`config.mk`:
```
export PLATFORM = sky130hd
export DESIGN_NAME = bscu_regs
export DESIGN_NICKNAME = d
export VERILOG_FILES = /design/src/hdl/bscu_pkg.sv /design/src/hdl/bscu_regs.sv
export SDC_FILE = /design/constraint.sdc
export NUM_CORES = 1
export LEC_CHECK = 0
export ABC_CLOCK_PERIOD_IN_PS = 1800
export BUFFER_PORTS_ARGS = -buffer_cell sky130_fd_sc_hd__buf_4
export CAP_MARGIN = 0
export CORE_UTILIZATION = 46
export DETAILED_ROUTE_END_ITERATION = 8
export GPL_TIMING_DRIVEN = 0
export PLACE_DENSITY_LB_ADDON = 0.08
export SYNTH_ARGS = -nofsm -noshare
export SYNTH_HDL_FRONTEND = slang
export SYNTH_SLANG_ARGS = --single-unit
```
`constraint.sdc`:
```
create_clock -name clk -period 1.8 [get_ports clk]
set_input_delay 0.45 -clock clk [delete_from_list [all_inputs] [get_ports clk]]
set_output_delay 0.45 -clock clk [all_outputs]
set_load 0.03 [all_outputs]
```
`src/hdl/bscu_pkg.sv`:
```
package bscu_pkg;

  localparam int SAMPLE_WIDTH = 24;
  localparam int RAW_WIDTH    = 24;
  localparam int D_BITS       = (SAMPLE_WIDTH < RAW_WIDTH) ? SAMPLE_WIDTH : RAW_WIDTH;
  localparam int ADDR_WIDTH   = 6;
  localparam int DATA_WIDTH   = 64;
  localparam int PC_WIDTH     = 6;

  localparam logic [PC_WIDTH-1:0] PROG_T = 6'd0;
  localparam logic [PC_WIDTH-1:0] PROG_P = 6'd12;

  localparam logic [2:0] REG_CAL_LO  = 3'd0;
  localparam logic [2:0] REG_CAL_MID = 3'd1;
  localparam logic [2:0] REG_CAL_HI  = 3'd2;
  localparam logic [2:0] REG_FLOOR   = 3'd3;
  localparam logic [2:0] REG_CEIL    = 3'd4;

  localparam logic [31:0] FLOOR_RESET = 32'd3000000;
  localparam logic [31:0] CEIL_RESET  = 32'd12500000;
  localparam logic [63:0] K16384      = 64'd16384;

  typedef enum logic [3:0] {
    OP_SHL, OP_ADD, OP_SUB, OP_SDIV, OP_MUL25, OP_MUL10,
    OP_MUL, OP_DIV10, OP_STL, OP_RES_T, OP_RES_P
  } op_t;

  typedef enum logic [4:0] {
    SRC_R0, SRC_R1, SRC_R2, SRC_R3, SRC_R4, SRC_R5, SRC_R6, SRC_R7,
    SRC_D, SRC_TL, SRC_T1, SRC_T2, SRC_T3,
    SRC_P1, SRC_P2, SRC_P3, SRC_P4, SRC_P5, SRC_P6, SRC_P7, SRC_P8,
    SRC_P9, SRC_P10, SRC_P11, SRC_K16384
  } src_t;

  typedef struct packed {
    op_t        op;
    src_t       dst;
    src_t       a;
    src_t       b;
    logic [5:0] k;
    logic       last;
  } uop_t;

  typedef struct packed {
    logic load;
    logic fetch;
    logic exec;
    uop_t uc;
  } dp_cmd_t;

  typedef struct packed {
    logic unit_done;
    logic out_full;
  } dp_status_t;

  typedef struct packed {
    logic [63:0] cal_lo;
    logic [63:0] cal_mid;
    logic [39:0] cal_hi;
    logic [31:0] floor_p;
    logic [31:0] ceil_p;
  } cfg_t;

  function automatic uop_t mk(op_t op, src_t dst, src_t a, src_t b, logic [5:0] k,
                              logic last);
    uop_t u;
    u.op   = op;
    u.dst  = dst;
    u.a    = a;
    u.b    = b;
    u.k    = k;
    u.last = last;
    return u;
  endfunction

  // Microprogram: temperature from PROG_T, pressure from PROG_P.
  function automatic uop_t ucode(logic [PC_WIDTH-1:0] pc);
    uop_t u;
    case (pc)
      6'd0:  u = mk(OP_SHL,   SRC_R0, SRC_T1,  SRC_R0, 6'd8,  1'b0);
      6'd1:  u = mk(OP_SUB,   SRC_R0, SRC_D,   SRC_R0, 6'd0,  1'b0);
      6'd2:  u = mk(OP_MUL,   SRC_R1, SRC_T2,  SRC_R0, 6'd0,  1'b0);
      6'd3:  u = mk(OP_MUL,   SRC_R2, SRC_R0,  SRC_R0, 6'd0,  1'b0);
      6'd4:  u = mk(OP_MUL,   SRC_R2, SRC_R2,  SRC_T3, 6'd0,  1'b0);
      6'd5:  u = mk(OP_SHL,   SRC_R1, SRC_R1,  SRC_R0, 6'd18, 1'b0);
      6'd6:  u = mk(OP_ADD,   SRC_R1, SRC_R1,  SRC_R2, 6'd0,  1'b0);
      6'd7:  u = mk(OP_SDIV,  SRC_R1, SRC_R1,  SRC_R0, 6'd32, 1'b0);
      6'd8:  u = mk(OP_STL,   SRC_R0, SRC_R1,  SRC_R0, 6'd0,  1'b0);
      6'd9:  u = mk(OP_MUL25, SRC_R1, SRC_R1,  SRC_R0, 6'd0,  1'b0);
      6'd10: u = mk(OP_SDIV,  SRC_R1, SRC_R1,  SRC_R0, 6'd14, 1'b0);
      6'd11: u = mk(OP_RES_T, SRC_R0, SRC_R1,  SRC_R0, 6'd0,  1'b1);
      // Square and cube of the linearised temperature.
      6'd12: u = mk(OP_MUL,   SRC_R0, SRC_TL,  SRC_TL, 6'd0,  1'b0);
      6'd13: u = mk(OP_SDIV,  SRC_R1, SRC_R0,  SRC_R0, 6'd6,  1'b0);
      6'd14: u = mk(OP_MUL,   SRC_R1, SRC_R1,  SRC_TL, 6'd0,  1'b0);
      6'd15: u = mk(OP_SDIV,  SRC_R1, SRC_R1,  SRC_R0, 6'd8,  1'b0);
      // Offset.
      6'd16: u = mk(OP_SHL,   SRC_R2, SRC_P5,  SRC_R0, 6'd47, 1'b0);
      6'd17: u = mk(OP_MUL,   SRC_R3, SRC_P8,  SRC_R1, 6'd0,  1'b0);
      6'd18: u = mk(OP_SDIV,  SRC_R3, SRC_R3,  SRC_R0, 6'd5,  1'b0);
      6'd19: u = mk(OP_ADD,   SRC_R2, SRC_R2,  SRC_R3, 6'd0,  1'b0);
      6'd20: u = mk(OP_MUL,   SRC_R3, SRC_P7,  SRC_R0, 6'd0,  1'b0);
      6'd21: u = mk(OP_SHL,   SRC_R3, SRC_R3,  SRC_R0, 6'd4,  1'b0);
      6'd22: u = mk(OP_ADD,   SRC_R2, SRC_R2,  SRC_R3, 6'd0,  1'b0);
      6'd23: u = mk(OP_MUL,   SRC_R3, SRC_P6,  SRC_TL, 6'd0,  1'b0);
      6'd24: u = mk(OP_SHL,   SRC_R3, SRC_R3,  SRC_R0, 6'd22, 1'b0);
      6'd25: u = mk(OP_ADD,   SRC_R2, SRC_R2,  SRC_R3, 6'd0,  1'b0);
      // Sensitivity.
      6'd26: u = mk(OP_SUB,   SRC_R3, SRC_P1,  SRC_K16384, 6'd0, 1'b0);
      6'd27: u = mk(OP_SHL,   SRC_R3, SRC_R3,  SRC_R0, 6'd46, 1'b0);
      6'd28: u = mk(OP_MUL,   SRC_R4, SRC_P4,  SRC_R1, 6'd0,  1'b0);
      6'd29: u = mk(OP_SDIV,  SRC_R4, SRC_R4,  SRC_R0, 6'd5,  1'b0);
      6'd30: u = mk(OP_ADD,   SRC_R3, SRC_R3,  SRC_R4, 6'd0,  1'b0);
      6'd31: u = mk(OP_MUL,   SRC_R4, SRC_P3,  SRC_R0, 6'd0,  1'b0);
      6'd32: u = mk(OP_SHL,   SRC_R4, SRC_R4,  SRC_R0, 6'd2,  1'b0);
      6'd33: u = mk(OP_ADD,   SRC_R3, SRC_R3,  SRC_R4, 6'd0,  1'b0);
      6'd34: u = mk(OP_SUB,   SRC_R4, SRC_P2,  SRC_K16384, 6'd0, 1'b0);
      6'd35: u = mk(OP_MUL,   SRC_R4, SRC_R4,  SRC_TL, 6'd0,  1'b0);
      6'd36: u = mk(OP_SHL,   SRC_R4, SRC_R4,  SRC_R0, 6'd21, 1'b0);
      6'd37: u = mk(OP_ADD,   SRC_R3, SRC_R3,  SRC_R4, 6'd0,  1'b0);
      6'd38: u = mk(OP_SDIV,  SRC_R3, SRC_R3,  SRC_R0, 6'd24, 1'b0);
      6'd39: u = mk(OP_MUL,   SRC_R3, SRC_R3,  SRC_D,  6'd0,  1'b0);
      // Quadratic term.
      6'd40: u = mk(OP_MUL,   SRC_R4, SRC_P10, SRC_TL, 6'd0,  1'b0);
      6'd41: u = mk(OP_SHL,   SRC_R5, SRC_P9,  SRC_R0, 6'd16, 1'b0);
      6'd42: u = mk(OP_ADD,   SRC_R4, SRC_R4,  SRC_R5, 6'd0,  1'b0);
      6'd43: u = mk(OP_MUL,   SRC_R4, SRC_R4,  SRC_D,  6'd0,  1'b0);
      6'd44: u = mk(OP_SDIV,  SRC_R4, SRC_R4,  SRC_R0, 6'd13, 1'b0);
      6'd45: u = mk(OP_DIV10, SRC_R4, SRC_R4,  SRC_R0, 6'd0,  1'b0);
      6'd46: u = mk(OP_MUL,   SRC_R4, SRC_D,   SRC_R4, 6'd0,  1'b0);
      6'd47: u = mk(OP_SDIV,  SRC_R4, SRC_R4,  SRC_R0, 6'd9,  1'b0);
      6'd48: u = mk(OP_MUL10, SRC_R4, SRC_R4,  SRC_R0, 6'd0,  1'b0);
      // Cubic term.
      6'd49: u = mk(OP_MUL,   SRC_R5, SRC_D,   SRC_D,  6'd0,  1'b0);
      6'd50: u = mk(OP_MUL,   SRC_R5, SRC_P11, SRC_R5, 6'd0,  1'b0);
      6'd51: u = mk(OP_SDIV,  SRC_R5, SRC_R5,  SRC_R0, 6'd16, 1'b0);
      6'd52: u = mk(OP_MUL,   SRC_R5, SRC_R5,  SRC_D,  6'd0,  1'b0);
      6'd53: u = mk(OP_SDIV,  SRC_R5, SRC_R5,  SRC_R0, 6'd7,  1'b0);
      // Sum and scaling.
      6'd54: u = mk(OP_SDIV,  SRC_R2, SRC_R2,  SRC_R0, 6'd2,  1'b0);
      6'd55: u = mk(OP_ADD,   SRC_R2, SRC_R2,  SRC_R3, 6'd0,  1'b0);
      6'd56: u = mk(OP_ADD,   SRC_R2, SRC_R2,  SRC_R4, 6'd0,  1'b0);
      6'd57: u = mk(OP_ADD,   SRC_R2, SRC_R2,  SRC_R5, 6'd0,  1'b0);
      6'd58: u = mk(OP_MUL25, SRC_R2, SRC_R2,  SRC_R0, 6'd0,  1'b0);
      6'd59: u = mk(OP_RES_P, SRC_R0, SRC_R2,  SRC_R0, 6'd0,  1'b1);
      default: u = mk(OP_ADD, SRC_R7, SRC_R7,  SRC_R7, 6'd0,  1'b1);
    endcase
    return u;
  endfunction

endpackage

```
`src/hdl/bscu_regs.sv`:
```
module bscu_regs (
  input  logic                             clk,
  input  logic                             rst,
  input  logic                             psel,
  input  logic                             penable,
  input  logic                             pwrite,
  input  logic [bscu_pkg::ADDR_WIDTH-1:0]  paddr,
  input  logic [bscu_pkg::DATA_WIDTH-1:0]  pwdata,
  output logic [bscu_pkg::DATA_WIDTH-1:0]  prdata,
  output logic                             pready,
  output bscu_pkg::cfg_t                   cfg
);

  logic [2:0] idx;
  logic       wr;

  assign idx    = paddr[5:3];
  assign wr     = psel && penable && pwrite;
  assign pready = 1'b1;

  always_ff @(posedge clk) begin
    if (rst) begin
      cfg.cal_lo  <= '0;
      cfg.cal_mid <= '0;
      cfg.cal_hi  <= '0;
      cfg.floor_p <= bscu_pkg::FLOOR_RESET;
      cfg.ceil_p  <= bscu_pkg::CEIL_RESET;
    end else if (wr) begin
      case (idx)
        bscu_pkg::REG_CAL_LO:  cfg.cal_lo  <= pwdata;
        bscu_pkg::REG_CAL_MID: cfg.cal_mid <= pwdata;
        bscu_pkg::REG_CAL_HI:  cfg.cal_hi  <= pwdata[39:0];
        bscu_pkg::REG_FLOOR:   cfg.floor_p <= pwdata[31:0];
        bscu_pkg::REG_CEIL:    cfg.ceil_p  <= pwdata[31:0];
        default: ;
      endcase
    end
  end

  always_comb begin
    case (idx)
      bscu_pkg::REG_CAL_LO:  prdata = cfg.cal_lo;
      bscu_pkg::REG_CAL_MID: prdata = cfg.cal_mid;
      bscu_pkg::REG_CAL_HI:  prdata = {24'd0, cfg.cal_hi};
      bscu_pkg::REG_FLOOR:   prdata = {32'd0, cfg.floor_p};
      bscu_pkg::REG_CEIL:    prdata = {32'd0, cfg.ceil_p};
      default:               prdata = '0;
    endcase
  end

endmodule

```
Word-level counts from Yosys, hierarchy flattened

Index checks and enable logic that the tools add are counted.

Register bits: 232
Input port bits: 75
Word-level logic and storage cells: 18

Equal/unequal tests: 4
Muxes and demuxes: 1
Reduce and logical (&&, ||, !) cells: 8

Operators with widths:

| cell                 | number |
|---|---|
| $pmux W64 S5         | 1 |
| $reduce_and A2 Y1    | 5 |
| $eq A3 B2 Y1 const B | 2 |
| $eq A3 B1 Y1 const B | 1 |
| $eq A3 B3 Y1 const B | 1 |
| $logic_not A3 Y1     | 1 |
| $logic_and A1 B1 Y1  | 2 |

Logic depth before layout (Yosys ltp)

Word-level depth: 3
Depth in mapped cells: 7
Mapped depth without buffers: 3

Worst setup path after synthesis

No wires, ideal clock.

Path kind: input -> output
Start: input paddr[5] (netlist name)
End: output prdata[0] (netlist name)
Arrival time: 1,794 ps
Setup slack: -444 ps
Stages: 6
Cell sequence: buf_4 nor2b_1 clkbuf_1 clkbuf_1 a22oi_1 o22ai_1

Word-level cells in the longest chain between the ends: 2
Elaborated cells between the ends (all ways): 6

Ends and longest elaborated chain:

| what                                 | line            | text |
|---|---|---|
| start, declared                      | bscu_regs.sv:7  | `input logic [bscu_pkg::ADDR_WIDTH-1:0] paddr,` |
| $eq A3 B3 Y1 (tied with other cells) | bscu_regs.sv:41 | `case (idx)` |
| $pmux W64 S5 *                       | bscu_regs.sv:41 |  |
| end, declared                        | bscu_regs.sv:9  | `output logic [bscu_pkg::DATA_WIDTH-1:0] prdata,` |

Mark *: on every way between the ends. The rest lies on a longest branch, timed or not.

Worst setup path in the final report

Start: input paddr[3] (netlist name)
End: output prdata[31] (netlist name)

Same word-level chain as after synthesis.

==> impl_metrics.toml <==
[placed_design]
dp_worst_setup_slack_ps = -484
final_estimated_routing_congestion_in_global_placement = 0.816
placed_cells_incl_taps = 1744
io_buffer_count = 364
place.detailed.hpwl_um = 28600
post_dp_cell_area_um2 = 14400

[final_layout]
final_cells = 1805
largest_register_ff_count = 232
final_util_pct = 72.1
finalNetCount = 1550
reg_top3 = "cfg x232"
area.growth.synth_to_final_pct = 51.9
num_antenna_cells = 0
final_layout_size_suffix_gt1_share_pct = 42.7
final_cell_area_um2 = 16500
largest_register = "cfg"

[clock_network]
cts_inserted_buffers = 25
clkTransAtPathRegs_ps = 70
clock_path_buffers = 3
clock_tree_from_tritoncts = "built"
numClockSinks = 232
insertion_delay_ps = 510
cell_at_the_root_of_the_clock_tree = "sky130_fd_sc_hd__clkbuf_16"
h_tree_levels = 1

[drt]
drt_wl_total_um = 40900
antenna_violation_net_count_after_detailed_routing = 0
first_pass_iters = 5
drt_first_iter_violations = 528
drcViolationCount = 0
viasPerCell = 5.47
routed-via-count = 9879
avgRoutedWirePerCell_um = 22.6

[synth]
syn_nets = 1142
register_bit_count_reported_by_yosys = 232
syn-mean-instance-area_um2 = 10.2
synth_top_area_share_pct = 42.7
synth.largest_area_cell = "sky130_fd_sc_hd__dfxtp_1"
synth_warnings = 0
post_synth_num_cell_types = 27
ys_top_cells_by_area = "sky130_fd_sc_hd__dfxtp_1, sky130_fd_sc_hd__mux2i_1, sky130_fd_sc_hd__nand2b_1"
synth_cells = 1067
synth-seq-area-share_pct = 42.7
synthesis.area_um2 = 10900

[timing]
setup_total_negative_slack_ps = -14240
fin_worst_hold_slack_ps = 198
timing.final.crit_share_pct = 117
rsz_0062_raised_after_global_routing = "yes"
timing_hold_violations_final = 0
worst_slew_margin_rel_pct = 48.2
final_period_minus_worst_setup_slack_ps = 2110
max_freq_ghz = 0.473
worst_slack_ps = -315
setup_viol = 64
slew_violations = 0
worst_pin_slew_ps = 776
worst_clock_skew_ps = 0

[outcome]
failed_checks = "setup timing"
status = "complete, but fails checks"

[die]
total_die_area_um2 = 24300
die_y_um = 156
row_count = 55
initial_utilization_pct = 47.5
io_pins = 372
area_of_the_core_um2 = 22900
chip_width_um = 156

[worst_setup_path]
crit_required_ps = 1350
crit_start = "paddr[3]"
critical_path.max_fanout = 8
worst_setup_path_end_kind = "output port"
worst-endpoint-arrival_ps = 1660
timing.critical_path.from_type = "input pin"
worst_r2r_startpoint = "cfg[6]$_SDFFE_PP0P_"
crit_type = "input pin to output port"

[power_and_ir_drop]
p_total_mw = 12.2
leakage_nw = 7.75
worst_case_vdd_ir_drop_v = 0.000587
power.density_cell_area_nw_per_um2 = 739

[global_route]
grt_overflow_total = 0
grt.total_usage_pct = 32.8
initial_antenna_violation_count = 0
grt_pass1_vias = 9856
pin_count_of_the_biggest_net_entering_global_routing = 14
grt_pass1_wl_um = 60300

[run]
max_cap_viol_count = 0

[worst_hold_path]
hold_start = "pwdata[23]"
min_path_type = "input pin to flip-flop"
## metal layers
metal	up-vias	GRT usage (%)	wire [µm]
met5	-	0	0
met4	0	13.4	1630
met3	104	6.61	2960
met2	439	56.0	19600
met1	4792	40.2	16600
li1	4544	-	-
## cell type report
class	count	area, µm²
clock buffers	35	723
plain buffers	96	776
fillers	1770	6390
flip-flops and latches	232	4650
repair buffers	382	3280
well taps	313	392
multi-input cells	738	6530
clock inverters	9	176
## power breakdown
group          total (mW)  switching, mW  internal, mW
Sequential           5.21         0.0393          5.17
Combinational        1.36          0.758         0.601
Clock                5.65           2.14          3.51
## placed cells by master (no fill, tap or decap), drive strengths merged
| master | count |
|---|---|
| a22o | 24 |
| a22oi | 64 |
| a2bb2oi | 8 |
| and2 | 1 |
| and3 | 2 |
| and3b | 1 |
| and4b | 1 |
| buf | 427 |
| bufinv | 5 |
| clkbuf | 86 |
| clkinv | 2 |
| clkinvlp | 1 |
| conb | 1 |
| dfxtp | 232 |
| inv | 1 |
| mux2 | 32 |
| mux2i | 240 |
| nand2 | 2 |
| nand2b | 274 |
| nand3 | 2 |
| nand3b | 1 |
| nor2 | 48 |
| nor2b | 3 |
| nor3 | 1 |
| nor3b | 1 |
| o22ai | 32 |
## cells in the mapped netlist, drive strengths merged
library cell and number:
a22o 24, nand2 2, and2 1, mux2 32, mux2i 240, nand3b 1, and3b 1, nor3 1
clkbuf 52, buf 45, conb 1, nand3 2, dfxtp 232, and4b 1, and3 2, nor2 48
nand2b 274, a2bb2oi 8, o22ai 32, nor2b 3, a22oi 64, nor3b 1
## logic make-up (layout without fill, tap and decap cells)
kind of cell	after synthesis	after routing	synth area share (%)
AOI/OAI and AO/OA	128	128	8.83
buffers and inverters	97	522	4.70
DFF	232	232	42.7
muxes	272	272	25.4
other	1	1	0.0345
and+or+nand+nor	337	337	18.4
## what timing repair did
item	in CTS	in global routing
pin swaps	12	28
gates cloned	5	2
endpoints found under the hold margin	0	0
buffers inserted	12	0
setup endpoints to repair	64	68
resized for setup	176	48
hold buffers	0	0
## path summary, 6_finish.rpt
check,endpoint,slack [ps],cells after the start
worst min-delay path,cfg[23]$_SDFFE_PP1P_,200,3
worst max-delay path,prdata[31],-310,7
worst min register to register,cfg[202]$_SDFFE_PP0P_,490,2
worst max register to register,cfg[6]$_SDFFE_PP0P_,1040,2
## critical path, cell delays in order
cell	delay, ps
sky130_fd_sc_hd__buf_12	120
sky130_fd_sc_hd__buf_16	160
sky130_fd_sc_hd__buf_12	150
sky130_fd_sc_hd__mux2_4	300
sky130_fd_sc_hd__a22oi_2	160
sky130_fd_sc_hd__o22ai_2	120
sky130_fd_sc_hd__buf_6	190
Power figures use the tool's default switching activity.
