$ cat src/hdl/bscu_pkg.sv
package bscu_pkg;

  localparam int SAMPLE_WIDTH = 24;
  localparam int RAW_WIDTH    = 24;
  localparam int D_BITS       = (SAMPLE_WIDTH < RAW_WIDTH) ? SAMPLE_WIDTH : RAW_WIDTH;
  localparam int ADDR_WIDTH   = 6;
  localparam int DATA_WIDTH   = 64;
  localparam int PC_WIDTH     = 6;

  localparam logic [PC_WIDTH-1:0] PROG_T = 6'd0;
  localparam logic [PC_WIDTH-1:0] PROG_P = 6'd12;

  localparam logic [2:0] REG_CAL_LO  = 3'd0;
  localparam logic [2:0] REG_CAL_MID = 3'd1;
  localparam logic [2:0] REG_CAL_HI  = 3'd2;
  localparam logic [2:0] REG_FLOOR   = 3'd3;
  localparam logic [2:0] REG_CEIL    = 3'd4;

  localparam logic [31:0] FLOOR_RESET = 32'd3000000;
  localparam logic [31:0] CEIL_RESET  = 32'd12500000;
  localparam logic [63:0] K16384      = 64'd16384;

  typedef enum logic [3:0] {
    OP_SHL, OP_ADD, OP_SUB, OP_SDIV, OP_MUL25, OP_MUL10,
    OP_MUL, OP_DIV10, OP_STL, OP_RES_T, OP_RES_P
  } op_t;

  typedef enum logic [4:0] {
    SRC_R0, SRC_R1, SRC_R2, SRC_R3, SRC_R4, SRC_R5, SRC_R6, SRC_R7,
    SRC_D, SRC_TL, SRC_T1, SRC_T2, SRC_T3,
    SRC_P1, SRC_P2, SRC_P3, SRC_P4, SRC_P5, SRC_P6, SRC_P7, SRC_P8,
    SRC_P9, SRC_P10, SRC_P11, SRC_K16384
  } src_t;

  typedef struct packed {
    op_t        op;
    src_t       dst;
    src_t       a;
    src_t       b;
    logic [5:0] k;
    logic       last;
  } uop_t;

  typedef struct packed {
    logic load;
    logic fetch;
    logic exec;
    uop_t uc;
  } dp_cmd_t;

  typedef struct packed {
    logic unit_done;
    logic out_full;
  } dp_status_t;

  typedef struct packed {
    logic [63:0] cal_lo;
    logic [63:0] cal_mid;
    logic [39:0] cal_hi;
    logic [31:0] floor_p;
    logic [31:0] ceil_p;
  } cfg_t;

  function automatic uop_t mk(op_t op, src_t dst, src_t a, src_t b, logic [5:0] k,
                              logic last);
    uop_t u;
    u.op   = op;
    u.dst  = dst;
    u.a    = a;
    u.b    = b;
    u.k    = k;
    u.last = last;
    return u;
  endfunction

  // Microprogram: temperature from PROG_T, pressure from PROG_P.
  function automatic uop_t ucode(logic [PC_WIDTH-1:0] pc);
    uop_t u;
    case (pc)
      6'd0:  u = mk(OP_SHL,   SRC_R0, SRC_T1,  SRC_R0, 6'd8,  1'b0);
      6'd1:  u = mk(OP_SUB,   SRC_R0, SRC_D,   SRC_R0, 6'd0,  1'b0);
      6'd2:  u = mk(OP_MUL,   SRC_R1, SRC_T2,  SRC_R0, 6'd0,  1'b0);
      6'd3:  u = mk(OP_MUL,   SRC_R2, SRC_R0,  SRC_R0, 6'd0,  1'b0);
      6'd4:  u = mk(OP_MUL,   SRC_R2, SRC_R2,  SRC_T3, 6'd0,  1'b0);
      6'd5:  u = mk(OP_SHL,   SRC_R1, SRC_R1,  SRC_R0, 6'd18, 1'b0);
      6'd6:  u = mk(OP_ADD,   SRC_R1, SRC_R1,  SRC_R2, 6'd0,  1'b0);
      6'd7:  u = mk(OP_SDIV,  SRC_R1, SRC_R1,  SRC_R0, 6'd32, 1'b0);
      6'd8:  u = mk(OP_STL,   SRC_R0, SRC_R1,  SRC_R0, 6'd0,  1'b0);
      6'd9:  u = mk(OP_MUL25, SRC_R1, SRC_R1,  SRC_R0, 6'd0,  1'b0);
      6'd10: u = mk(OP_SDIV,  SRC_R1, SRC_R1,  SRC_R0, 6'd14, 1'b0);
      6'd11: u = mk(OP_RES_T, SRC_R0, SRC_R1,  SRC_R0, 6'd0,  1'b1);
      // Square and cube of the linearised temperature.
      6'd12: u = mk(OP_MUL,   SRC_R0, SRC_TL,  SRC_TL, 6'd0,  1'b0);
      6'd13: u = mk(OP_SDIV,  SRC_R1, SRC_R0,  SRC_R0, 6'd6,  1'b0);
      6'd14: u = mk(OP_MUL,   SRC_R1, SRC_R1,  SRC_TL, 6'd0,  1'b0);
      6'd15: u = mk(OP_SDIV,  SRC_R1, SRC_R1,  SRC_R0, 6'd8,  1'b0);
      // Offset.
      6'd16: u = mk(OP_SHL,   SRC_R2, SRC_P5,  SRC_R0, 6'd47, 1'b0);
      6'd17: u = mk(OP_MUL,   SRC_R3, SRC_P8,  SRC_R1, 6'd0,  1'b0);
      6'd18: u = mk(OP_SDIV,  SRC_R3, SRC_R3,  SRC_R0, 6'd5,  1'b0);
      6'd19: u = mk(OP_ADD,   SRC_R2, SRC_R2,  SRC_R3, 6'd0,  1'b0);
      6'd20: u = mk(OP_MUL,   SRC_R3, SRC_P7,  SRC_R0, 6'd0,  1'b0);
      6'd21: u = mk(OP_SHL,   SRC_R3, SRC_R3,  SRC_R0, 6'd4,  1'b0);
      6'd22: u = mk(OP_ADD,   SRC_R2, SRC_R2,  SRC_R3, 6'd0,  1'b0);
      6'd23: u = mk(OP_MUL,   SRC_R3, SRC_P6,  SRC_TL, 6'd0,  1'b0);
      6'd24: u = mk(OP_SHL,   SRC_R3, SRC_R3,  SRC_R0, 6'd22, 1'b0);
      6'd25: u = mk(OP_ADD,   SRC_R2, SRC_R2,  SRC_R3, 6'd0,  1'b0);
      // Sensitivity.
      6'd26: u = mk(OP_SUB,   SRC_R3, SRC_P1,  SRC_K16384, 6'd0, 1'b0);
      6'd27: u = mk(OP_SHL,   SRC_R3, SRC_R3,  SRC_R0, 6'd46, 1'b0);
      6'd28: u = mk(OP_MUL,   SRC_R4, SRC_P4,  SRC_R1, 6'd0,  1'b0);
      6'd29: u = mk(OP_SDIV,  SRC_R4, SRC_R4,  SRC_R0, 6'd5,  1'b0);
      6'd30: u = mk(OP_ADD,   SRC_R3, SRC_R3,  SRC_R4, 6'd0,  1'b0);
      6'd31: u = mk(OP_MUL,   SRC_R4, SRC_P3,  SRC_R0, 6'd0,  1'b0);
      6'd32: u = mk(OP_SHL,   SRC_R4, SRC_R4,  SRC_R0, 6'd2,  1'b0);
      6'd33: u = mk(OP_ADD,   SRC_R3, SRC_R3,  SRC_R4, 6'd0,  1'b0);
      6'd34: u = mk(OP_SUB,   SRC_R4, SRC_P2,  SRC_K16384, 6'd0, 1'b0);
      6'd35: u = mk(OP_MUL,   SRC_R4, SRC_R4,  SRC_TL, 6'd0,  1'b0);
      6'd36: u = mk(OP_SHL,   SRC_R4, SRC_R4,  SRC_R0, 6'd21, 1'b0);
      6'd37: u = mk(OP_ADD,   SRC_R3, SRC_R3,  SRC_R4, 6'd0,  1'b0);
      6'd38: u = mk(OP_SDIV,  SRC_R3, SRC_R3,  SRC_R0, 6'd24, 1'b0);
      6'd39: u = mk(OP_MUL,   SRC_R3, SRC_R3,  SRC_D,  6'd0,  1'b0);
      // Quadratic term.
      6'd40: u = mk(OP_MUL,   SRC_R4, SRC_P10, SRC_TL, 6'd0,  1'b0);
      6'd41: u = mk(OP_SHL,   SRC_R5, SRC_P9,  SRC_R0, 6'd16, 1'b0);
      6'd42: u = mk(OP_ADD,   SRC_R4, SRC_R4,  SRC_R5, 6'd0,  1'b0);
      6'd43: u = mk(OP_MUL,   SRC_R4, SRC_R4,  SRC_D,  6'd0,  1'b0);
      6'd44: u = mk(OP_SDIV,  SRC_R4, SRC_R4,  SRC_R0, 6'd13, 1'b0);
      6'd45: u = mk(OP_DIV10, SRC_R4, SRC_R4,  SRC_R0, 6'd0,  1'b0);
      6'd46: u = mk(OP_MUL,   SRC_R4, SRC_D,   SRC_R4, 6'd0,  1'b0);
      6'd47: u = mk(OP_SDIV,  SRC_R4, SRC_R4,  SRC_R0, 6'd9,  1'b0);
      6'd48: u = mk(OP_MUL10, SRC_R4, SRC_R4,  SRC_R0, 6'd0,  1'b0);
      // Cubic term.
      6'd49: u = mk(OP_MUL,   SRC_R5, SRC_D,   SRC_D,  6'd0,  1'b0);
      6'd50: u = mk(OP_MUL,   SRC_R5, SRC_P11, SRC_R5, 6'd0,  1'b0);
      6'd51: u = mk(OP_SDIV,  SRC_R5, SRC_R5,  SRC_R0, 6'd16, 1'b0);
      6'd52: u = mk(OP_MUL,   SRC_R5, SRC_R5,  SRC_D,  6'd0,  1'b0);
      6'd53: u = mk(OP_SDIV,  SRC_R5, SRC_R5,  SRC_R0, 6'd7,  1'b0);
      // Sum and scaling.
      6'd54: u = mk(OP_SDIV,  SRC_R2, SRC_R2,  SRC_R0, 6'd2,  1'b0);
      6'd55: u = mk(OP_ADD,   SRC_R2, SRC_R2,  SRC_R3, 6'd0,  1'b0);
      6'd56: u = mk(OP_ADD,   SRC_R2, SRC_R2,  SRC_R4, 6'd0,  1'b0);
      6'd57: u = mk(OP_ADD,   SRC_R2, SRC_R2,  SRC_R5, 6'd0,  1'b0);
      6'd58: u = mk(OP_MUL25, SRC_R2, SRC_R2,  SRC_R0, 6'd0,  1'b0);
      6'd59: u = mk(OP_RES_P, SRC_R0, SRC_R2,  SRC_R0, 6'd0,  1'b1);
      default: u = mk(OP_ADD, SRC_R7, SRC_R7,  SRC_R7, 6'd0,  1'b1);
    endcase
    return u;
  endfunction

endpackage

$ cat src/hdl/bscu_ctrl.sv
module bscu_ctrl (
  input  logic                 clk,
  input  logic                 rst,
  input  logic                 in_valid,
  input  logic                 in_cmd,
  output logic                 in_ready,
  input  bscu_pkg::dp_status_t status,
  output bscu_pkg::dp_cmd_t    cmd
);

  typedef enum logic [3:0] {
    S_IDLE  = 4'b0001,
    S_FETCH = 4'b0010,
    S_EXEC  = 4'b0100,
    S_WAIT  = 4'b1000
  } state_t;

  state_t                          state;
  state_t                          state_next;
  logic [bscu_pkg::PC_WIDTH-1:0]   pc;
  logic [bscu_pkg::PC_WIDTH-1:0]   pc_next;
  bscu_pkg::uop_t                  uc;
  logic                            is_res;
  logic                            is_long;

  assign uc      = bscu_pkg::ucode(pc);
  assign is_res  = (uc.op == bscu_pkg::OP_RES_T) || (uc.op == bscu_pkg::OP_RES_P);
  assign is_long = (uc.op == bscu_pkg::OP_MUL) || (uc.op == bscu_pkg::OP_DIV10);

  always_comb begin
    state_next = state;
    pc_next    = pc;
    cmd        = '0;
    cmd.uc     = uc;
    in_ready   = (state == S_IDLE);
    case (state)
      S_IDLE: begin
        if (in_valid) begin
          cmd.load   = 1'b1;
          pc_next    = in_cmd ? bscu_pkg::PROG_P : bscu_pkg::PROG_T;
          state_next = S_FETCH;
        end
      end
      S_FETCH: begin
        cmd.fetch  = 1'b1;
        state_next = S_EXEC;
      end
      S_EXEC: begin
        // A result waits here until the output register can take it.
        if (!(is_res && status.out_full)) begin
          cmd.exec = 1'b1;
          if (is_long) begin
            state_next = S_WAIT;
          end else if (uc.last) begin
            state_next = S_IDLE;
          end else begin
            pc_next    = pc + bscu_pkg::PC_WIDTH'(1);
            state_next = S_FETCH;
          end
        end
      end
      S_WAIT: begin
        if (status.unit_done) begin
          if (uc.last) begin
            state_next = S_IDLE;
          end else begin
            pc_next    = pc + bscu_pkg::PC_WIDTH'(1);
            state_next = S_FETCH;
          end
        end
      end
      default: state_next = S_IDLE;
    endcase
  end

  always_ff @(posedge clk) begin
    if (rst) begin
      state <= S_IDLE;
      pc    <= '0;
    end else begin
      state <= state_next;
      pc    <= pc_next;
    end
  end

  a_accept_starts: assert property (@(posedge clk) disable iff (rst)
    in_valid && in_ready |=> state == S_FETCH)
    else $error("accepted request did not start the program");

  a_done_in_wait: assert property (@(posedge clk) disable iff (rst)
    status.unit_done |-> state == S_WAIT)
    else $error("multi-cycle unit finished outside the wait state");

  a_no_overwrite: assert property (@(posedge clk) disable iff (rst)
    cmd.exec && is_res |-> !status.out_full)
    else $error("result written over an unread result");

endmodule

$ cat config.mk
export PLATFORM = sky130hd
export DESIGN_NAME = bscu_ctrl
export DESIGN_NICKNAME = d
export VERILOG_FILES = /design/src/hdl/bscu_pkg.sv /design/src/hdl/bscu_ctrl.sv
export SDC_FILE = /design/constraint.sdc
export NUM_CORES = 1
export LEC_CHECK = 0
export BUFFER_PORTS_ARGS = -buffer_cell sky130_fd_sc_hd__buf_2
export CAP_MARGIN = 20
export CORE_MARGIN = 2
export CORE_UTILIZATION = 45
export DETAILED_ROUTE_END_ITERATION = 6
export SETUP_SLACK_MARGIN = 0.3
export SLEW_MARGIN = 5
export SYNTH_ARGS = -nofsm -noshare
export SYNTH_HDL_FRONTEND = slang
export SYNTH_SLANG_ARGS = --single-unit
export TNS_END_PERCENT = 1
$ cat constraint.sdc
create_clock -name clk -period 4.2 [get_ports clk]
set_input_delay 0 -clock clk [delete_from_list [all_inputs] [get_ports clk]]
set_output_delay 0 -clock clk [all_outputs]
set_load 0.005 [all_outputs]
# [Word-level counts from Yosys, hierarchy flattened]
# Memories as Yosys holds them, arrays and structs flattened. A register that Yosys moved wholly into a read port is not among the register bits.
# Index checks and enable logic that the tools add are counted.
[op_classes] n_addsub=1 n_eq_ne=12 n_mux=20 n_reduce_logical=6
[op_table] cell="$mux 6" n=7
[op_table] cell="$mux 4" n=5
[op_table] cell="$pmux 6 s3" n=1
[op_table] cell="$pmux 4 s4" n=1
[op_table] cell="$eq 4x3->1 const B" n=3
[op_table] cell="$eq 4x4->1 const B" n=3
[op_table] cell="$ne 2x2->1 const B" n=4
[op_table] cell="$add 6x1->6 const B" n=1
[op_table] cell="$mux 1" n=5
[op_table] cell="$reduce_and 5->1" n=1
[op_table] cell="$eq 4x1->1 const B" n=1
[op_table] cell="$eq 4x2->1 const B" n=1
[op_table] cell="$reduce_and 3->1" n=1
[op_table] cell="$reduce_bool 3->1" n=1
[op_table] cell="$logic_or 1x1->1" n=2
[op_table] cell="$mux 2" n=1
[op_table] cell="$logic_and 1x1->1" n=1
[word_totals] reg_bits=10 rom_bits=1536 input_bits=6 out_inout_bits=30 wordCells=42 memories=1
[memory_table] name="(no name shown)" words=64 word_bits=24 rd=1 rd_clocked_by_memory_dff=1 write_ports=0 line_no="bscu_pkg.sv:79" source="case (pc)"

# [Longest topological paths before layout]
# Gate-level depths: netlist of run 1.
[depth] depth_word=7 mapped_depth=15 depth_no_buf=11

# [Worst setup path after synthesis of run 1]
# OpenSTA, ideal clock, no wires.
[synth_path] path_type="flip-flop to flip-flop" startpoint="register state[0]" endpoint="register, netlist name uc[15]" setup_ns=0.122 t_arrival_ns=2.919 required_time_ns=4.078 path_slack_ns=1.159 stages_incl_launch_ff=14 n_path_buf=3 synth_period_minus_slack_ns=3.041 cell_sequence="dfxtp_1 buf_2 and4bb_2 nor3_1 a211o_1 o21ba_2 a211oi_4 inv_2 buf_6 ha_1 clkbuf_1 inv_1 o21ai_0 a221o_1"
[synth_via] elab_chain_len=5 elab_cells_between_ends=12 cone_classes="eq/ne (7); mux (3); reduce/logical (2)"
[synth_lines] element="start, declared" line_no="bscu_ctrl.sv:18" source="state_t state;"
[synth_lines] element="start signal, assigned" line_no="bscu_ctrl.sv:81" source="state <= state_next;"
[synth_lines] element="$eq 4x3->1 (tied with other cells)" line_no="bscu_ctrl.sv:36" source="case (state)"
[synth_lines] element="$ne 2x2->1 (no source line) / $reduce_bool 3->1 (equally long branches)"
[synth_lines] element="$reduce_and 5->1 (no source line)"
[synth_lines] element="$mux 6 (no source line) (*) (2 in series)"
# Mark *: on every way between the ends. The rest lies on a longest branch, timed or not.
# A chain may end at the register's enable or synchronous reset.

# [Worst setup path after layout of run 1]
[layout_path] startpoint="register state[0]" endpoint="register, netlist name uc[22]"
[layout_via] elab_chain_len=5 elab_cells_between_ends=12 cone_classes="eq/ne (7); mux (3); reduce/logical (2)"
[layout_lines] element="$eq 4x3->1 (tied with other cells)" line_no="bscu_ctrl.sv:36"
[layout_lines] element="$ne 2x2->1 (no source line) / $reduce_bool 3->1 (equally long branches)"
[layout_lines] element="$reduce_and 5->1 (no source line)"
[layout_lines] element="$mux 6 (no source line) (*) (2 in series)"
# Marks and branches as above.

==> impl_metrics.csv, run 1 <==
group,metric,value,unit
status,status,"completed",
setup_path,crit_path_start_kind,"flop",
yosys,synthCells,407,
layout,final_cell_mix,"nand2_1 (49), nor2_1 (37), o21ai_0 (34)",
yosys,synth-seq-cells,34,
global_route,grt_max_degree,31,
sta,period_needed,3.505,ns
detailed_routing,drt_iter0_drc,547,
sta,fin_crit_sh,83.46,%
sta,setup_tns,0,ns
layout,multiInputGateArea,0.002077,mm^2
global_route,antenna_found_initial,0,
layout,syn2layout_area_growth,8.529,%
detailed_routing,via_per_inst,6.665,
clock_tree,clk_pin_slew_worst_paths,0.09,ns
sta,setup_viol,0,
die,initial_utilization,46.87,%
global_route,grt_pass1_wl,16330,um
setup_path,worst_ep_arrival_time,3.65,ns
power,power.leakage,1.344,nW
clock_tree,h-tree-depth,2,
setup_path,ff2ff_path_depth,10,
setup_path,r2r_start,"state[0]",
detailed_routing,drt-pass1-iter-count,5,
layout,nFillCells,647,
die,placementRows,29,
power,p_total,0.0008157,W
layout,stdcell_area,0.003248,mm^2
setup_path,r2r_setup_slack,0.69,ns
sta,skew,0.02289,ns
die,die_h,85.55,um
die,io-pin-count,36,
sta,rsz0062_at_grt,"no",
sta,max_slew_margin,57.26,%
yosys,yosysUniqueCellTypes,69,
global_route,grt_pass1_vias,3049,
layout,nets,445,
setup_path,crit_path_max_fanout,16,
setup_path,cp_data_required_time,4.35,ns
clock_tree,insertion_delay,0.30,ns
placement,portBuffers,33,
power,power.density,251.1,mW/mm^2
yosys,synth_area,0.002993,mm^2
setup_path,worst-setup-path-type,"flop to flop",
clock_tree,clockRootBuffer,"clkbuf_8",
yosys,syn_avg_cell_area,7.353,um^2
detailed_routing,ant_nets,0,
run,cap_violations,0,
sta,worst_slew_pin_slew,0.6388,ns
placement,hpwl,7093,um
sta,hold_viol_final,0,
sta,drv_slew,0,
layout,num_antenna_cells,0,
detailed_routing,wl_per_cell,20.24,um
power,ir_drop,169.5,uV
setup_path,endpoint,"uc[22]",
yosys,ys.flop_type,"dfxtp_1",
detailed_routing,wirelength,10200,um
clock_tree,holdBufCountCts,0,
clock_tree,clockBufferDepth,2,
yosys,async_reset_ff_share,0,%
yosys,synth_edf_count,0,
layout,register_area,683.2,um^2
clock_tree,ctsResizeCount,0,
global_route,gr-total-overflow,0,
setup_path,startpoint,"state[0]",
detailed_routing,drc,0,
clock_tree,cts_tree,"built",
die,die_area,0.007319,mm^2
clock_tree,numClockSinks,34,
yosys,yosysWarnings,0,
setup_path,r2r_end,"uc[22]",
layout,layout-drive-gt1-share,19.44,%
die,core_area,0.006386,mm^2
clock_tree,post_cts_buffers,0,
sta,max_freq,0.2853,GHz
layout,final_common_cell,"nand2_1",
placement,gp_congestion,0.9592,
sta,hold_ws,0.06429,ns
global_route,grt.total_usage,28.22,%
yosys,ys_seq_area_share,22.74,%
detailed_routing,vias,3359,
placement,placed_cells,496,
clock_tree,numCtsBuffers,5,
setup_path,cp-end-kind,"flop",
layout,fin_cells,504,
die,die-width,85.55,um
hold_path,hp-class,"primary input to flop",
placement,dpl_cell_area,0.003148,mm^2
-- critical path, cell delays in order (launching register included) --
cell and delay (ns):
dfxtp_1 0.53, and4bb_2 0.31, o31ai_2 0.32, a21o_4 0.21, a31oi_2 0.10, o32a_2 0.35
ha_1 0.68, or3_1 0.27, a21oi_1 0.09, o31ai_1 0.28, nand4_1 0.20
-- metal layers --
metal / GRT usage, % / vias to the layer above / part of all wire [%]
li1: - / 1540 / -
met1: 40.58 / 1511 / 43
met2: 39.91 / 254 / 41
met3: 5.967 / 54 / 12
met4: 13.56 / 0 / 4.6
met5: 0 / - / 0
-- layout make-up --
type                    instances  share of cell area (%)
repair buffers                 45                   7.858
inverters                      12                   1.387
clock inverters                 1                  0.1541
clock buffers                   7                   2.658
multi-input cells             328                   63.94
well taps                      77                   2.966
flip-flops and latches         34                   21.03
-- state kept, by name, indices dropped and copies added (netlist names) --
register	flops
uc	24
state	4
pc	6
-- metrics by stage --
| stage | util (%) | worst slack [ns] |
|---|---|---|
| after CTS | 50.72 | 0.6074 |
| after floorplan | - | 1.159 |
| after global routing | 50.86 | 0.4117 |
| final | 50.86 | 0.6946 |
| after global placement | 49.29 | 0.7033 |
| after detailed placement | 49.29 | 0.6234 |
-- synth_stat cells (4+ instances only) --
| cell | number | area (um^2) |
|---|---|---|
| a211o_1 | 4 | 35.03 |
| a211oi_1 | 9 | 67.56 |
| a21oi_1 | 32 | 160.2 |
| a31oi_1 | 10 | 62.56 |
| and2_1 | 6 | 37.54 |
| buf_2 | 13 | 65.06 |
| buf_4 | 5 | 37.54 |
| buf_6 | 5 | 56.30 |
| clkbuf_1 | 11 | 41.29 |
| dfxtp_1 | 34 | 680.7 |
| ha_1 | 13 | 162.7 |
| inv_1 | 6 | 22.52 |
| inv_2 | 5 | 18.77 |
| nand2_1 | 49 | 183.9 |
| nand2b_1 | 4 | 25.02 |
| nand3_1 | 15 | 75.07 |
| nand4_1 | 6 | 37.54 |
| nor2_1 | 37 | 138.9 |
| nor3_1 | 12 | 60.06 |
| nor4_1 | 4 | 25.02 |
| o211ai_1 | 9 | 67.56 |
| o21ai_0 | 34 | 170.2 |
| o21ai_1 | 5 | 25.02 |
| o221ai_1 | 4 | 35.03 |
| o22ai_1 | 4 | 25.02 |
| o31ai_1 | 5 | 37.54 |
-- how the worst min path moves through the flow --
stage                      start       end  slack (ns)  cells past startpoint
after floorplan           uc[10]   cmd[10]        0.28                      0
after global placement       rst  state[2]        0.37                      2
after detailed placement   uc[9]    cmd[9]        0.37                      1
after CTS                    rst     pc[0]        0.07                      2
after global routing         rst     pc[0]        0.09                      2
final                        rst  state[2]        0.06                      2
-- where the power goes --
group	switching, W	leakage, nW	internal [W]
Clock	0.000129	0.0482	0.000132
Combinational	0.000132	1.02	0.0000698
Sequential	0.0000111	0.279	0.000341
-- cell families (layout without fill, tap and decap cells) --
| logic type | count (synthesis) | count (layout) | share of synthesized area (%) |
|---|---|---|---|
| AOI/OAI and AO/OA | 152 | 152 | 35.24 |
| xor gates and xnor gates | 4 | 4 | 1.798 |
| adders and majority gates | 13 | 13 | 5.435 |
| buffers and inverters | 46 | 65 | 8.194 |
| DFF | 34 | 34 | 22.74 |
| muxes | 4 | 4 | 1.463 |
| other | 1 | 2 | 0.1253 |
| and+or+nand+nor | 153 | 153 | 25.00 |
Power figures use the tool's default switching activity.
==> inputs of run 2 (changes only) <==
--- a/config.mk
+++ b/config.mk
@@ -5,11 +5,13 @@
 export SDC_FILE = /design/constraint.sdc
 export NUM_CORES = 1
 export LEC_CHECK = 0
+export ABC_AREA = 1
 export BUFFER_PORTS_ARGS = -buffer_cell sky130_fd_sc_hd__buf_2
 export CAP_MARGIN = 20
 export CORE_MARGIN = 2
 export CORE_UTILIZATION = 45
 export DETAILED_ROUTE_END_ITERATION = 6
+export PLACE_DENSITY = 0.67
 export SETUP_SLACK_MARGIN = 0.3
 export SLEW_MARGIN = 5
 export SYNTH_ARGS = -nofsm -noshare
==> constraint.sdc (replaced) <==
create_clock -name clk -period 2.9 [get_ports clk]
set_input_delay 0 -clock clk [delete_from_list [all_inputs] [get_ports clk]]
set_output_delay 0 -clock clk [all_outputs]
set_load 0.005 [all_outputs]
==> run 2 against run 1 <==
Clock power increased by 41%. Count of clock-buffer cells in the layout unchanged. Die area decreased by 0.12%. Global-route usage decreased by 0.21 points. Utilization increased by 2.8 points. Final cell count increased by 22%. Area after synthesis decreased by 0.13%. Flip-flop and latch count unchanged. First-iteration DRC count decreased by 34%. Highest routed layer unchanged.
==> impl_metrics.csv, run 2 <==
group,metric,value,unit
setup_path,crit_path_max_fanout,8,
sta,hold_ws,0.03299,ns
yosys,yosysWarnings,0,
detailed_routing,wl_per_cell,16.74,um
layout,fin_cells,614,
clock_tree,clockRootBuffer,"clkbuf_8",
clock_tree,clockBufferDepth,2,
sta,max_slew_margin,54.98,%
yosys,synth_top_cell_area_share,22.77,%
global_route,gr-total-overflow,0,
layout,register_area,685.7,um^2
layout,nets,555,
layout,num_antenna_cells,0,
detailed_routing,vias,3458,
sta,setup_tns,0,ns
clock_tree,holdBufCountCts,0,
die,io-pin-count,36,
global_route,grt_pass1_wl,16040,um
yosys,synth_top_family_by_area,"simple AND/OR/NAND/NOR gates",
setup_path,worst-setup-path-type,"flop to flop",
yosys,synth-seq-cells,34,
yosys,ys.flop_type,"dfxtp_1",
clock_tree,insertion_delay,0.29,ns
clock_tree,cts_tree,"built",
yosys,synth_xor_area_share,0,%
sta,drv_slew,0,
setup_path,worst_ep_arrival_time,2.66,ns
placement,dpl_cell_area,0.003176,mm^2
detailed_routing,drt_iter0_drc,359,
yosys,synth_fa_ha_area_share,5.442,%
setup_path,endpoint,"uc[22]",
die,die_area,0.007310,mm^2
setup_path,cp-end-kind,"flop",
layout,final_cell_mix,"nand2_1 (173), inv_1 (48), nand3_1 (45)",
layout,stdcell_area,0.003426,mm^2
detailed_routing,ant_nets,0,
detailed_routing,via_per_inst,5.632,
clock_tree,h-tree-depth,2,
placement,placed_cells,596,
clock_tree,numClockSinks,34,
die,initial_utilization,46.81,%
yosys,yosysMostFrequentCell,"nand2_1",
yosys,synthCells,494,
die,die_h,85.50,um
placement,gp_congestion,0.9522,
layout,multiInputGateArea,0.002019,mm^2
setup_path,cp_data_required_time,3.07,ns
power,power.density,774.7,mW/mm^2
status,status,"completed",
global_route,grt_max_degree,24,
run,cap_violations,0,
sta,fin_crit_sh,85.94,%
yosys,synthMuxAreaShare,0,%
layout,largest_reg_flops,24,
power,ir_drop,313.0,uV
detailed_routing,drc,0,
sta,skew,0.007937,ns
placement,portBuffers,33,
layout,nFillCells,673,
sta,max_freq,0.4012,GHz
die,core_area,0.006386,mm^2
setup_path,r2r_start,"state[0]",
setup_path,startpoint,"state[0]",
yosys,syn_avg_cell_area,6.051,um^2
layout,layout-drive-gt1-share,22.16,%
global_route,grt.total_usage,28.01,%
detailed_routing,drt-pass1-iter-count,5,
yosys,synth_edf_count,0,
setup_path,ff2ff_path_depth,16,
clock_tree,clk_pin_slew_worst_paths,0.07,ns
yosys,synth_compound_area_share,10.00,%
sta,setup_viol,0,
yosys,ys_seq_area_share,22.77,%
die,die-width,85.50,um
detailed_routing,wirelength,10280,um
placement,hpwl,7434,um
layout,final_common_cell,"nand2_1",
sta,rsz0062_at_grt,"yes",
sta,worst_slew_pin_slew,0.6745,ns
yosys,yosysTopAreaCell,"dfxtp_1",
die,placementRows,29,
hold_path,hp-class,"primary input to flop",
layout,final_util,53.64,%
sta,period_needed,2.492,ns
global_route,grt_pass1_vias,3166,
setup_path,r2r_end,"uc[22]",
setup_path,r2r_setup_slack,0.41,ns
layout,syn2layout_area_growth,14.61,%
global_route,antenna_found_initial,0,
sta,hold_viol_final,0,
power,power.leakage,1.887,nW
setup_path,crit_path_start_kind,"flop",
yosys,ys_top_cells_by_area,"dfxtp_1 (23%), nand2_1 (22%), nand3_1 (7.5%), inv_1 (6.2%), nor2_1 (5.7%)",
yosys,synthTopCellsByCount,"nand2_1 (178), inv_1 (49), nand3_1 (45), nor2_1 (45), dfxtp_1 (34)",
yosys,async_reset_ff_share,0,%
clock_tree,numCtsBuffers,5,
yosys,synth-simple-area-share,49.43,%
yosys,synth_area,0.002989,mm^2
yosys,yosysUniqueCellTypes,36,
run 2: layout make-up:
type                       instances  area share (%)
timing repair buffer              50           8.656
clock inverter                     1          0.1461
sequential                        34           20.01
tap                               77           2.812
inverter                          59           6.903
clock buffer                       7           2.520
multi-input combinational        386           58.95
run 2: kinds of logic after synthesis:
| logic type | after synthesis |
|---|---|
| other cells | 1 |
| compound gates | 55 |
| simple gates | 315 |
| buf+inv | 76 |
| fa+ha+maj | 13 |
| flops | 34 |
run 2: stage by stage:
stage / setup WS, ns / total power (W)
after global placement: 0.03249 / 0.002147
after global routing: 0.2794 / 0.002855
after detailed placement: 0.02090 / 0.002131
after CTS: 0.3134 / 0.002525
after floorplan: 0.5747 / 0.001732
final: 0.4077 / 0.002654
run 2: worst max-delay path, cell delays in order, from the launching register on:
cell and delay [ns]:
dfxtp_1 0.38, inv_1 0.08, nor2_2 0.13, nand2_2 0.10
nand3_2 0.08, nand2_2 0.08, inv_4 0.10, nand2_8 0.09
nand2_2 0.09, nand3_4 0.14, ha_1 0.38, nand2_4 0.14
nand2_1 0.10, a21oi_1 0.16, nand3_1 0.11, nand2_1 0.09
nand2_1 0.09
run 2: what timing repair did:
| action | in CTS | in global routing |
|---|---|---|
| cloned | 0 | 1 |
| resized for setup | 3 | 22 |
| buffers inserted | 1 | 8 |
| pin swaps | 1 | 4 |
| endpoints found under the setup margin | 12 | 22 |
run 2: per-layer routing:
layer	vias up	wire length, um	part of all wire [%]	track usage [%]
met5	-	0	0	0
met2	199	4480	44	41.90
li1	1643	-	-	-
met4	0	301	2.9	12.27
met3	32	930	9.1	4.716
met1	1584	4563	44	39.62
run 2: worst min-delay path by stage:
stage / start / end / slack (ns) / cells after the start
6_report: rst / state[3] / 0.03 / 2
5_1_grt: rst / state[3] / 0.04 / 2
4_1_cts: rst / state[3] / 0.03 / 2
3_5_place_dp: in_valid / cmd[28] / 0.32 / 4
3_3_place_gp: in_valid / cmd[28] / 0.32 / 4
2_1_floorplan: in_valid / cmd[28] / 0.11 / 2
run 2: where the power goes:
part	internal (W)	switching, W	leakage, nW
clock	0.000192	0.000177	0.0482
combinational	0.000523	0.00111	1.56
sequential	0.000590	0.0000587	0.281
==> inputs of run 3 (changes only) <==
--- a/config.mk
+++ b/config.mk
@@ -11,7 +11,7 @@
 export CORE_MARGIN = 2
 export CORE_UTILIZATION = 45
 export DETAILED_ROUTE_END_ITERATION = 6
-export PLACE_DENSITY = 0.67
+export PLACE_DENSITY = 0.71
 export SETUP_SLACK_MARGIN = 0.3
 export SLEW_MARGIN = 5
 export SYNTH_ARGS = -nofsm -noshare
==> run 3 against run 2 <==
Utilization shrank 0.69 points. Count of clock-buffer cells in the layout did not move. Via count decreased by 1.4%. Clock power hardly changed. Maximum frequency shrank 0.39%. Setup slack worse by 0.0099 ns. Die area is the same. Sequential share of layout area rose by 0.19 points. Cell area shrank 1.3%. Sequential power barely moved. Critical path type unchanged.
==> impl_metrics.csv, run 3 (synthesis results as in run 2) <==
group,metric,value,unit
sta,worst_slew_pin_slew,0.5906,ns
sta,period_needed,2.502,ns
global_route,grt.total_usage,27.06,%
layout,largest_reg_flops,24,
clock_tree,clockBufferDepth,2,
placement,gp_congestion,1.010,
setup_path,worst_ep_arrival_time,2.66,ns
die,die_h,85.50,um
sta,setup_ws,0.3979,ns
detailed_routing,drc,0,
layout,layout-drive-gt1-share,20.60,%
hold_path,hp-class,"primary input to flop",
sta,skew,0.006603,ns
detailed_routing,via_per_inst,5.579,
global_route,gr-total-overflow,0,
detailed_routing,wirelength,9673,um
clock_tree,clk_pin_slew_worst_paths,0.08,ns
power,power.density,767.5,mW/mm^2
placement,placed_cells,597,
sta,max_slew_margin,60.58,%
die,initial_utilization,46.81,%
power,power.leakage,1.871,nW
die,die_area,0.007310,mm^2
power,ir_drop,370.3,uV
placement,portBuffers,33,
layout,final_cell_mix,"nand2_1 (176), inv_1 (48), nand3_1 (45)",
layout,syn2layout_area_growth,13.14,%
status,status,"completed",
global_route,grt_max_degree,24,
die,placementRows,29,
run,cap_violations,0,
layout,nets,552,
sta,hold_viol_final,0,
sta,fin_crit_sh,86.28,%
die,io-pin-count,36,
placement,hpwl,7325,um
global_route,antenna_found_initial,0,
sta,setup_viol,0,
clock_tree,h-tree-depth,2,
setup_path,crit_path_start_kind,"flop",
detailed_routing,vias,3409,
global_route,grt_pass1_wl,15770,um
layout,fin_cells,611,
setup_path,worst-setup-path-type,"flop to flop",
clock_tree,numCtsBuffers,5,
clock_tree,clockRootBuffer,"clkbuf_8",
layout,num_antenna_cells,0,
sta,drv_slew,0,
global_route,grt_pass1_vias,3177,
die,core_area,0.006386,mm^2
clock_tree,insertion_delay,0.29,ns
sta,setup_tns,0,ns
detailed_routing,drt_iter0_drc,502,
detailed_routing,ant_nets,0,
sta,max_freq,0.3997,GHz
power,p_total,0.002596,W
sta,rsz0062_at_grt,"yes",
detailed_routing,wl_per_cell,15.83,um
clock_tree,holdBufCountCts,0,
setup_path,cp_data_required_time,3.06,ns
die,die-width,85.50,um
sta,hold_ws,0.005946,ns
clock_tree,cts_tree,"built",
setup_path,cp-end-kind,"flop",
clock_tree,numClockSinks,34,
detailed_routing,drt-pass1-iter-count,5,
placement,place_ws,0.05159,ns
layout,final_common_cell,"nand2_1",
setup_path,crit_path_max_fanout,8,
[run 3: changes by cell type in the layout (fill, tap and decap cells not counted), sizes merged]
cell / before / now
nand3: 52 / 51
buf: 50 / 48
[run 3: repair_timing]
item	CTS	global route
pin swaps	2	2
endpoints found under the setup margin	13	18
resized for setup	4	12
buffers inserted	4	2
[run 3: final cells by class]
cell class	instances	area, um^2
clock inverters	1	5.005
fillers	703	3004
multi-input cells	385	2002
repair buffers	48	277.8
clock buffers	7	86.33
flip-flops and latches	34	683.2
inverters	59	231.5
well taps	77	96.34
[run 3: where the power goes]
group / switching, W / leakage, nW / internal (W) / total, W
sequential: 0.0000585 / 0.280 / 0.000588 / 0.000647
clock: 0.000179 / 0.0482 / 0.000192 / 0.000370
combinational: 0.00108 / 1.54 / 0.000502 / 0.00158
[run 3: path summary, 6_finish.rpt]
check / startpoint / to / slack, ns / cells past startpoint
worst max-delay path: state[0] / uc[6] / 0.40 / 15
worst min-delay path: rst / state[2] / 0.006 / 2
worst max register to register: state[0] / uc[6] / 0.40 / 15
worst min register to register: state[1] / state[2] / 0.56 / 2
[run 3: through the flow]
stage	utilization, %	cell area [um^2]
finish	52.96	3382
global route	52.96	3382
CTS	51.98	3319
detailed placement	49.84	3183
global placement	49.84	3183
floorplan	-	2993
[run 3: routing by layer]
layer	part of all wire (%)	global-route usage, %	vias up
met3	9.3	4.524	34
met4	2.4	9.524	0
met2	44	41.34	212
met1	44	38.51	1519
li1	-	-	1644
met5	0	0	-
[run 3: critical path, stage by stage (launching register included)]
cell and delay, ns:
dfxtp_1 0.38, inv_1 0.08, nor2_2 0.12, nand2_2 0.10
nand3_2 0.09, nand2_2 0.08, inv_4 0.11, nand2_8 0.08
nand2_1 0.12, nand3_4 0.14, buf_4 0.23, ha_1 0.26
nand2_1 0.13, nor2_1 0.06, o21ai_0 0.27, o21ai_0 0.13
